$ cat config.mk
export PLATFORM = sky130hd
export DESIGN_NAME = neighbor_table_aging_evict_unit
export DESIGN_NICKNAME = d
export VERILOG_FILES = /design/src/hw/rtl/ntae_pkg.sv /design/src/hw/rtl/neighbor_table_aging_evict_unit.sv /design/src/hw/rtl/ntae_cell.sv /design/src/hw/rtl/ntae_ctrl.sv
export SDC_FILE = /design/constraint.sdc
export NUM_CORES = 1
export LEC_CHECK = 0
export BUFFER_PORTS_ARGS = -buffer_cell sky130_fd_sc_hd__buf_2
export CAP_MARGIN = 20
export CORE_ASPECT_RATIO = 1.5
export CORE_MARGIN = 2
export CORE_UTILIZATION = 60
export CTS_CLUSTER_SIZE = 40
export DETAILED_ROUTE_END_ITERATION = 7
export HOLD_SLACK_MARGIN = 0.06
export PLACE_DENSITY_LB_ADDON = 0.12
export SETUP_SLACK_MARGIN = 0.05
export SLEW_MARGIN = 10
export SYNTH_ARGS = -nofsm -noshare
export SYNTH_HDL_FRONTEND = slang
export SYNTH_SLANG_ARGS = --single-unit
$ cat constraint.sdc
create_clock -name clk -period 6 [get_ports clk]
set_input_delay 0.3 -clock clk [delete_from_list [all_inputs] [get_ports clk]]
set_output_delay 0.3 -clock clk [all_outputs]
set_load 0.05 [all_outputs]
$ cat src/hw/rtl/ntae_pkg.sv
// Shared types and constants for the neighbor table aging/evict unit.
// Holds command codes, entry and sweep token structs, and the port payloads.
// No dependencies.
`default_nettype none

package ntae_pkg;

    // Table geometry
    localparam int TABLE_DEPTH   = 8;
    localparam int CNT_W         = $clog2(TABLE_DEPTH + 1);
    localparam int IDX_W         = (TABLE_DEPTH > 1) ? $clog2(TABLE_DEPTH) : 1;
    localparam int ADDR_W        = 16;
    localparam int BYTE_W        = 8;
    localparam int CMD_W         = 3;
    localparam int ENTRY_COUNT_W = 4;

    localparam logic [BYTE_W-1:0] ACT_MAX = 8'd255;

    // Command codes
    localparam logic [CMD_W-1:0] CMD_INSERT  = 3'd0;
    localparam logic [CMD_W-1:0] CMD_DELETE  = 3'd1;
    localparam logic [CMD_W-1:0] CMD_LOOKUP  = 3'd2;
    localparam logic [CMD_W-1:0] CMD_REFRESH = 3'd3;
    localparam logic [CMD_W-1:0] CMD_AGE     = 3'd4;

    // One table entry
    typedef struct packed {
        logic [ADDR_W-1:0] addr;
        logic [BYTE_W-1:0] rtt;
        logic [BYTE_W-1:0] act;
        logic [BYTE_W-1:0] rel;
        logic [BYTE_W-1:0] spare;
    } entry_t;

    // Token that walks the cell chain, one cell per cycle
    typedef struct packed {
        logic              active;
        logic [CMD_W-1:0]  op;
        logic              pass2;    // second walk of a full-table insert
        entry_t            item;     // new entry carried by an insert
        logic [IDX_W-1:0]  idx;      // slot the token is entering
        logic [CNT_W-1:0]  count;    // valid entries when the command began
        logic              found;
        logic              shift;    // delete: close the gap from here on
        logic [BYTE_W-1:0] min_act;
        logic [IDX_W-1:0]  victim;
        logic [ADDR_W-1:0] ev_addr;
    } sweep_t;

    // Command transaction payload
    typedef struct packed {
        logic [CMD_W-1:0]  command;
        logic [ADDR_W-1:0] neighbor_addr;
        logic [BYTE_W-1:0] round_trip;
        logic [BYTE_W-1:0] activity_in;
        logic [BYTE_W-1:0] reliability_in;
        logic [BYTE_W-1:0] spare_in;
    } request_t;

    // Result transaction payload
    typedef struct packed {
        logic                     found;
        logic                     evicted;
        logic [ADDR_W-1:0]        evicted_addr;
        logic [ENTRY_COUNT_W-1:0] entry_count;
    } result_t;

endpackage

`default_nettype wire

$ cat src/hw/rtl/neighbor_table_aging_evict_unit.sv
// Neighbor table with aging and lowest-activity eviction, built as a chain of slot cells.
// done pulses after the launched token has walked the whole chain; an insert into a full
// table walks the chain twice. The token walks one cell a cycle; busy is low in the done
// cycle, so a new command may start then; none is taken while busy. Reset clears the valid
// count and control; entry contents are undefined until written. The receiver cannot stall.
`default_nettype none

module neighbor_table_aging_evict_unit (
    input  wire logic                clk,
    input  wire logic                rst_n,
    input  wire logic                start,
    input  wire ntae_pkg::request_t  request,
    output logic                     busy,
    output logic                     done,
    output ntae_pkg::result_t        result
);

    ntae_pkg::sweep_t tok   [0:ntae_pkg::TABLE_DEPTH];
    ntae_pkg::entry_t slots [0:ntae_pkg::TABLE_DEPTH-1];

    // Sequencer
    ntae_ctrl u_ctrl (
        .clk     (clk),
        .rst_n   (rst_n),
        .start   (start),
        .request (request),
        .ret     (tok[ntae_pkg::TABLE_DEPTH]),
        .launch  (tok[0]),
        .busy    (busy),
        .done    (done),
        .result  (result)
    );

    // Chain of slot cells; each can pull the entry of the slot above it
    for (genvar i = 0; i < ntae_pkg::TABLE_DEPTH; i++)
    begin : g_cell
        ntae_pkg::entry_t above;

        if (i < ntae_pkg::TABLE_DEPTH - 1)
        begin : g_mid
            assign above = slots[i+1];
        end
        else
        begin : g_last
            assign above = slots[i];
        end

        ntae_cell u_cell (
            .clk        (clk),
            .rst_n      (rst_n),
            .tok_in     (tok[i]),
            .next_entry (above),
            .tok_out    (tok[i+1]),
            .entry      (slots[i])
        );
    end

endmodule

`default_nettype wire

$ cat src/hw/rtl/ntae_cell.sv
// One slot of the neighbor table: holds an entry and passes the sweep token on.
// Depends on ntae_pkg.
`default_nettype none

module ntae_cell (
    input  wire logic              clk,
    input  wire logic              rst_n,
    input  wire ntae_pkg::sweep_t  tok_in,
    input  wire ntae_pkg::entry_t  next_entry,
    output ntae_pkg::sweep_t       tok_out,
    output ntae_pkg::entry_t       entry
);

    ntae_pkg::entry_t entry_reg;
    ntae_pkg::entry_t entry_next;
    ntae_pkg::sweep_t tok_reg;
    ntae_pkg::sweep_t tok_next;
    logic             slot_valid;
    logic             hit;

    // Act on the token as it passes this slot
    always_comb
    begin
        entry_next = entry_reg;
        tok_next   = tok_in;
        tok_next.idx = tok_in.idx + ntae_pkg::IDX_W'(1);
        slot_valid = ntae_pkg::CNT_W'(tok_in.idx) < tok_in.count;
        hit        = slot_valid && (entry_reg.addr == tok_in.item.addr);

        if (tok_in.active)
        begin
            case (tok_in.op)
                ntae_pkg::CMD_INSERT:
                begin
                    if (tok_in.pass2)
                    begin
                        // overwrite the chosen victim, remember its address
                        if (tok_in.idx == tok_in.victim)
                        begin
                            entry_next       = tok_in.item;
                            tok_next.ev_addr = entry_reg.addr;
                        end
                    end
                    else if (tok_in.count < ntae_pkg::CNT_W'(ntae_pkg::TABLE_DEPTH))
                    begin
                        // append at the first free slot
                        if (ntae_pkg::CNT_W'(tok_in.idx) == tok_in.count)
                            entry_next = tok_in.item;
                    end
                    else
                    begin
                        // full table: track first slot with lowest activity
                        if ((tok_in.idx == '0) || (entry_reg.act < tok_in.min_act))
                        begin
                            tok_next.min_act = entry_reg.act;
                            tok_next.victim  = tok_in.idx;
                        end
                    end
                end
                ntae_pkg::CMD_DELETE:
                begin
                    // remove the first match, pull later entries down
                    if (slot_valid && (tok_in.shift || hit))
                    begin
                        entry_next     = next_entry;
                        tok_next.shift = 1'b1;
                        tok_next.found = 1'b1;
                    end
                end
                ntae_pkg::CMD_LOOKUP:
                begin
                    if (hit)
                        tok_next.found = 1'b1;
                end
                ntae_pkg::CMD_REFRESH:
                begin
                    if (hit)
                    begin
                        entry_next.act = ntae_pkg::ACT_MAX;
                        tok_next.found = 1'b1;
                    end
                end
                ntae_pkg::CMD_AGE:
                begin
                    // saturate at zero
                    if (slot_valid && (entry_reg.act != '0))
                        entry_next.act = entry_reg.act - ntae_pkg::BYTE_W'(1);
                end
                default:
                begin
                end
            endcase
        end
    end

    // Advance the token
    always_ff @(posedge clk or negedge rst_n)
    begin
        if (!rst_n)
            tok_reg <= '0;
        else
            tok_reg <= tok_next;
    end

    // Hold the entry
    always_ff @(posedge clk)
    begin
        entry_reg <= entry_next;
    end

    assign tok_out = tok_reg;
    assign entry   = entry_reg;

endmodule

`default_nettype wire

$ cat src/hw/rtl/ntae_ctrl.sv
// Command sequencer: launches sweep tokens into the cell chain, keeps the
// valid count and forms the result transaction. Depends on ntae_pkg.
`default_nettype none

module ntae_ctrl (
    input  wire logic                clk,
    input  wire logic                rst_n,
    input  wire logic                start,
    input  wire ntae_pkg::request_t  request,
    input  wire ntae_pkg::sweep_t    ret,
    output ntae_pkg::sweep_t         launch,
    output logic                     busy,
    output logic                     done,
    output ntae_pkg::result_t        result
);

    typedef enum logic {
        ST_IDLE,
        ST_SWEEP
    } state_t;

    state_t                      state_reg;
    state_t                      state_next;
    ntae_pkg::sweep_t            launch_reg;
    ntae_pkg::sweep_t            launch_next;
    logic [ntae_pkg::CNT_W-1:0]  count_reg;
    logic [ntae_pkg::CNT_W-1:0]  count_next;
    logic                        done_reg;
    logic                        done_next;
    ntae_pkg::result_t           result_reg;
    ntae_pkg::result_t           result_next;
    logic                        table_full;

    assign table_full = ret.count == ntae_pkg::CNT_W'(ntae_pkg::TABLE_DEPTH);

    // Sequence one command: start, sweep (twice for an eviction), report
    always_comb
    begin
        state_next  = state_reg;
        launch_next = launch_reg;
        launch_next.active = 1'b0;
        count_next  = count_reg;
        done_next   = 1'b0;
        result_next = result_reg;

        case (state_reg)
            ST_IDLE:
            begin
                if (start)
                begin
                    launch_next            = '0;
                    launch_next.active     = 1'b1;
                    launch_next.op         = request.command;
                    launch_next.item.addr  = request.neighbor_addr;
                    launch_next.item.rtt   = request.round_trip;
                    launch_next.item.act   = request.activity_in;
                    launch_next.item.rel   = request.reliability_in;
                    launch_next.item.spare = request.spare_in;
                    launch_next.count      = count_reg;
                    state_next             = ST_SWEEP;
                end
            end
            ST_SWEEP:
            begin
                if (ret.active)
                begin
                    if ((ret.op == ntae_pkg::CMD_INSERT) && !ret.pass2 && table_full)
                    begin
                        // victim known: walk again to overwrite it
                        launch_next       = ret;
                        launch_next.pass2 = 1'b1;
                        launch_next.idx   = '0;
                    end
                    else
                    begin
                        if ((ret.op == ntae_pkg::CMD_INSERT) && !ret.pass2)
                            count_next = ret.count + ntae_pkg::CNT_W'(1);
                        else if ((ret.op == ntae_pkg::CMD_DELETE) && ret.found)
                            count_next = ret.count - ntae_pkg::CNT_W'(1);
                        else
                            count_next = ret.count;

                        result_next.found        = ret.found;
                        result_next.evicted      = ret.pass2;
                        result_next.evicted_addr = ret.pass2 ? ret.ev_addr : '0;
                        result_next.entry_count  = ntae_pkg::ENTRY_COUNT_W'(count_next);
                        done_next                = 1'b1;
                        state_next               = ST_IDLE;
                    end
                end
            end
            default:
            begin
                state_next = ST_IDLE;
            end
        endcase
    end

    // Hold state and registered outputs
    always_ff @(posedge clk or negedge rst_n)
    begin
        if (!rst_n)
        begin
            state_reg  <= ST_IDLE;
            launch_reg <= '0;
            count_reg  <= '0;
            done_reg   <= 1'b0;
            result_reg <= '0;
        end
        else
        begin
            state_reg  <= state_next;
            launch_reg <= launch_next;
            count_reg  <= count_next;
            done_reg   <= done_next;
            result_reg <= result_next;
        end
    end

    assign launch = launch_reg;
    assign busy   = (state_reg == ST_SWEEP);
    assign done   = done_reg;
    assign result = result_reg;

endmodule

`default_nettype wire

==> out/results.ini, run 1 <==
[synthesis]
yosysTopAreaCell = dfrtp_1
yosys-top-cells-area = dfrtp_1 45%, edfxtp_1 17%, mux2_2 10%
synth-seq-cells = 792
ys_types = 77
synth_edf_count = 192
syn_area_um2 = 33500
ys.flop_type = dfrtp_1
synth_area_per_cell_um2 = 12.9
synthesis.nets = 2733
ys_seq_area_frac = 0.620
synthArstFlopShare = 0.758
synth_top_cell_area_share = 0.448
postSynthCellCount = 2590
yosys_warnings = 0

[critical_path]
critPathLaunchType = flop
cp-startpoint = g_cell[3].u_cell.entry[35]
crit_chain = xnor2_1 -> nand4_1 -> nor4_1 -> o21ai_0 -> a22oi_1
critPathKind = reg -> reg
crit_fanout = 8
cpLargestDelayFamily = simple AND/OR/NAND/NOR gates
worst_path_largest_cell_delay_ns = 0.96
cp-end-kind = flop
cp.required_ns = 6.22
timing.critical_path.buf_inv = 0
r2r-start = g_cell[3].u_cell.entry[35]
arrival_ns = 3.55
crit_path_top_delay_cell = nor4_1

[grt]
grt_usage = 0.316
use_met2 = 0.549
grt_antenna_before_repair = 0
grt_overflow = 0
grt_pass1_vias = 22100
top_usage_layer = met2
use_met3 = 0.0335
grt_max_degree = 160
grt_first_pass_wirelength_um = 134000
gr-usage-met1 = 0.364

[sta]
tightest_slew_ns = 1.12
period_share = 0.555
setup_slack_ns = 2.67
tns_ns = 0
fin_skew_ns = 0.0341
slew_headroom = 0.246
max_freq_mhz = 300
setup_viol = 0
finalHoldViolations = 0
fin_crit_ns = 3.33
rsz0062_at_grt = false
maxSlewViolCount = 0

[floorplanning]
core_um2 = 55400
dieWidth_um = 197
start_util = 0.605
die_h_um = 294
rows = 106
boundaryPins = 78
die_area_um2 = 57800

[clocking]
clock_path_buffers = 3
cts_buffers = 74
worstSkewPairLatency_ns = 0.63
clkSinkCount = 792
clk_pin_slew_ns = 0.06
cts_root_buffer = clkbuf_16
cts_tree = yes
cts_resized = 0
htreeDepth = 3

[cells_and_area]
nNetsFinal = 2817
areaGrowthSynthToFinish_pct = 11.6
final_cell_mix = 600 x dfrtp_1, 299 x mux2_2, 235 x nand2_1, 192 x edfxtp_1, 138 x xnor2_1
drive_above_1_share = 0.195
largest_reg_flops = 514
final_common_cell = dfrtp_1

[place]
placement.io_buffers = 53
preCtsSetupSlack_ns = 2.70
dp_hpwl_um = 64100
gp_routability_congestion = 0.890

[pwr]
p_leak_nw = 16.1
combPwrFrac = 0.189
power_density_nw_per_um2 = 431
p_seq_frac = 0.508
peakVddDrop_v = 0.000324
p_sw_frac = 0.311
clkPwrFrac = 0.303
p_sw_mw = 5.02
internal_power_mw = 11.1

[drt]
viasPerCell = 6.10
drc_errors = 0
postRouteAntennaNets = 0
vias = 21000
routed_wirelength_um = 88400
drt_pass1_iterations = 5
drtIter0Drc = 1588
wire_per_inst_um = 25.7

[hold_path]
hold_class = in -> reg
hold_start = request[43]

[job]
cap_violations = 0

[status]
status = finished clean

==> metrics by stage <==
stage	hold slack, ns	area, um^2	instances	total power [mW]	util
2_1_floorplan	0.00441	33500	2590	9.92	-
3_3_place_gp	0.302	34600	3269	11.1	0.624
3_5_place_dp	0.318	34600	3270	11.2	0.624
4_1_cts	0.0619	37400	3432	16.2	0.674
5_1_grt	0.0763	37400	3437	16.8	0.675
6_report	0.0862	37400	3439	16.1	0.675
==> synth_stat cells (all sizes together) (5+ instances only) <==
| cell | count |
|---|---|
| buf | 14 |
| mux2 | 299 |
| a21o | 14 |
| clkbuf | 84 |
| inv | 116 |
| edfxtp | 192 |
| or2 | 7 |
| o211ai | 34 |
| nor4b | 5 |
| nand4b | 10 |
| nor3 | 23 |
| nand3 | 32 |
| a21oi | 46 |
| o22ai | 52 |
| o221ai | 11 |
| a211oi | 10 |
| nand4 | 42 |
| a211o | 5 |
| and2 | 8 |
| nand2 | 235 |
| or4 | 13 |
| ha | 89 |
| o22a | 6 |
| o41ai | 5 |
| xor2 | 56 |
| dfrtp | 600 |
| o31ai | 8 |
| nor2b | 15 |
| xnor2 | 138 |
| a31o | 5 |
| and3 | 6 |
| nor4bb | 5 |
| nor4 | 22 |
| o2111ai | 10 |
| o21ai | 137 |
| nor3b | 15 |
| a22oi | 35 |
| mux2i | 14 |
| a31oi | 11 |
| nor2 | 80 |
| a41o | 7 |
| nand2b | 29 |
==> power by group through the flow <==
stage / sequential [mW] / combinational (mW) / clock, mW
CTS: 8.18 / 3.03 / 4.96
detailed placement: 8.25 / 2.98 / 0
floorplan: 7.48 / 2.43 / 0
global route: 8.28 / 3.37 / 5.18
finish: 8.19 / 3.05 / 4.89
global placement: 8.23 / 2.89 / 0
==> tightest hold or removal path: stages <==
cell and delay [ns]:
buf_2 0.12, a22oi_1 0.16, nand2_1 0.09
==> what timing repair did <==
action | 4_1_cts | 5_1_grt
setup buffers | 0 | 0
hold buffers | 25 | 0
endpoints found under the hold margin | 93 | 0
endpoints found under the setup margin | 0 | 0
==> final cells by class <==
type / instances / area, um^2
clock buffer: 96 / 2070
inverter: 117 / 439
timing repair buffer: 106 / 776
multi-input combinational: 1583 / 12000
sequential: 792 / 20800
tap: 702 / 878
clock inverter: 41 / 484
antenna: 2 / 5.00
fill: 3914 / 18000
==> final timing paths <==
kind	end	depth (start not counted)	slack, ns
max	g_cell[3].u_cell.entry[17]	5	2.67
min	u_ctrl.launch[79]	3	0.09
max reg2reg	g_cell[3].u_cell.entry[17]	5	2.67
min reg2reg	g_cell[2].u_cell.tok_out[30]	0	0.38
max in group asynchronous	g_cell[1].u_cell.tok_out[81]	3	4.28
min in group asynchronous	u_ctrl.done	2	0.33
==> logic make-up after synthesis <==
kind of cell / Yosys count / share of synthesized area
and+or+nand+nor: 559 / 0.0830
adders and majority gates: 89 / 0.0332
xor gates and xnor gates: 194 / 0.0507
DFF: 792 / 0.620
AOI/OAI and AO/OA: 427 / 0.0839
muxes: 313 / 0.105
buffers and inverters: 215 / 0.0247
other: 1 / 0.000112
==> metal layers <==
layer	routed length, um	part of all wire
met1	32300	0.37
met3	3160	0.036
met5	0	0
met2	45900	0.52
met4	7060	0.080
(Power assumes the default switching activity.)
==> run 2: changes to the inputs <==
- CORE_UTILIZATION: 60 -> 56
- clock period: 6 -> 3 ns (I/O delays scaled with it)
==> out/results.ini, run 2 (synthesized netlist as in run 1, its figures left out) <==
[status]
status = finished clean

[floorplanning]
dieWidth_um = 204
rows = 109
boundaryPins = 78
die_area_um2 = 61900
die_h_um = 304
start_util = 0.568
core_um2 = 59100

[critical_path]
critPathLaunchType = flop
r2r-start = g_cell[1].u_cell.entry[46]
worstReg2RegEnd = g_cell[1].u_cell.entry[23]
cp.required_ns = 3.25
ff2ff_setup_slack_ns = 0.32
critPathKind = reg -> reg
crit_fanout = 8
cp-end-kind = flop
cp-startpoint = g_cell[1].u_cell.entry[46]
r2r_cells = 6
arrival_ns = 2.93

[drt]
wire_per_inst_um = 26.0
routed_wirelength_um = 92900
vias = 21200
drtIter0Drc = 1608
postRouteAntennaNets = 0
viasPerCell = 5.94
drc_errors = 0
drt_pass1_iterations = 5

[sta]
max_freq_mhz = 373
slew_headroom = 0.387
setup_viol = 0
fin_crit_ns = 2.68
fin_skew_ns = 0.0266
tns_ns = 0
rsz0062_at_grt = false
maxSlewViolCount = 0
period_share = 0.894
tightest_slew_ns = 0.920
setup_slack_ns = 0.318
finalHoldViolations = 0

[place]
gp_routability_congestion = 0.944
placed_cell_area_um2 = 35200
preCtsSetupSlack_ns = 0.366
placement.io_buffers = 53
dp_hpwl_um = 68500

[clocking]
clk_pin_slew_ns = 0.06
worstSkewPairLatency_ns = 0.64
cts_buffers = 75
cts_tree = yes
htreeDepth = 3
cts_root_buffer = clkbuf_16
postCtsSetupBuffers = 0
cts_resized = 0
cts_hold_buf = 29
clock_path_buffers = 3
clkSinkCount = 792

[cells_and_area]
areaGrowthSynthToFinish_pct = 13.7
drive_above_1_share = 0.211
final_cell_mix = 600 x dfrtp_1, 299 x mux2_2, 235 x nand2_1, 192 x edfxtp_1, 138 x xnor2_1
fin_area_um2 = 38100
nNetsFinal = 2874
final_common_cell = dfrtp_1
largest_reg_flops = 514

[grt]
grt_first_pass_wirelength_um = 141000
grt_max_degree = 85
grt_usage = 0.308
grt_antenna_before_repair = 1
grt_pass1_vias = 22600
grt_overflow = 0

[job]
cap_violations = 0

[pwr]
power.total_mw = 33.0
p_leak_nw = 16.4
peakVddDrop_v = 0.000679
power_density_nw_per_um2 = 865

[hold_path]
hold_class = in -> async

## run 2: changes by cell type in the layout (fill, tap and decap cells not counted), moves of 4 or more
| cell | previous run | this run |
|---|---|---|
| clkbuf_8 | 9 | 13 |
| buf_4 | 21 | 71 |
| dlygate4sd3_1 | 25 | 29 |
| clkbuf_1 | 11 | 16 |
| clkinv_1 | 9 | 2 |
| buf_12 | 3 | 9 |
## run 2: layer usage
metal | part of all wire | vias up | track usage | wire length (um)
li1 | - | 9570 | - | -
met1 | 0.36 | 10800 | 0.348 | 33500
met2 | 0.53 | 593 | 0.551 | 49700
met3 | 0.038 | 235 | 0.0397 | 3510
met4 | 0.067 | 0 | 0.189 | 6260
met5 | 0 | - | 0 | 0
## run 2: power breakdown
group	internal, mW	switching [mW]
logic	3.07	3.37
registers	13.6	2.77
clock network	5.89	4.30
total	22.5	10.4
## run 2: layout make-up
cell class | count | area, um^2
clock buffer | 106 | 2170
multi-input combinational | 1583 | 12000
tap | 777 | 972
sequential | 792 | 20800
fill | 4417 | 20900
clock inverter | 33 | 484
timing repair buffer | 162 | 1280
inverter | 117 | 439
antenna | 1 | 2.50
## run 2: per-stage QoR
stage,hold WS [ns],cells,util
after floorplan,-0.146,2590,-
after global placement,0.216,3402,0.596
after detailed placement,0.223,3402,0.596
after CTS,0.147,3570,0.646
after global routing,0.182,3570,0.646
final,0.119,3571,0.646
## run 2: critical path: stages (launching register included)
cell      delay, ns
edfxtp_1       0.42
xnor2_1        0.20
nand4_1        0.15
nor4_1         0.35
buf_4          0.21
o311ai_0       0.21
a21oi_1        0.74
## run 2: worst max-delay path by stage
stage | to | slack [ns] | cells after the start
CTS | g_cell[1].u_cell.entry[20] | 0.33 | 6
floorplan | g_cell[1].u_cell.entry[32] | 0.12 | 5
detailed placement | g_cell[1].u_cell.entry[18] | 0.37 | 6
global placement | g_cell[3].u_cell.entry[21] | 0.40 | 5
finish | g_cell[1].u_cell.entry[23] | 0.32 | 6
global route | g_cell[1].u_cell.entry[20] | 0.12 | 6
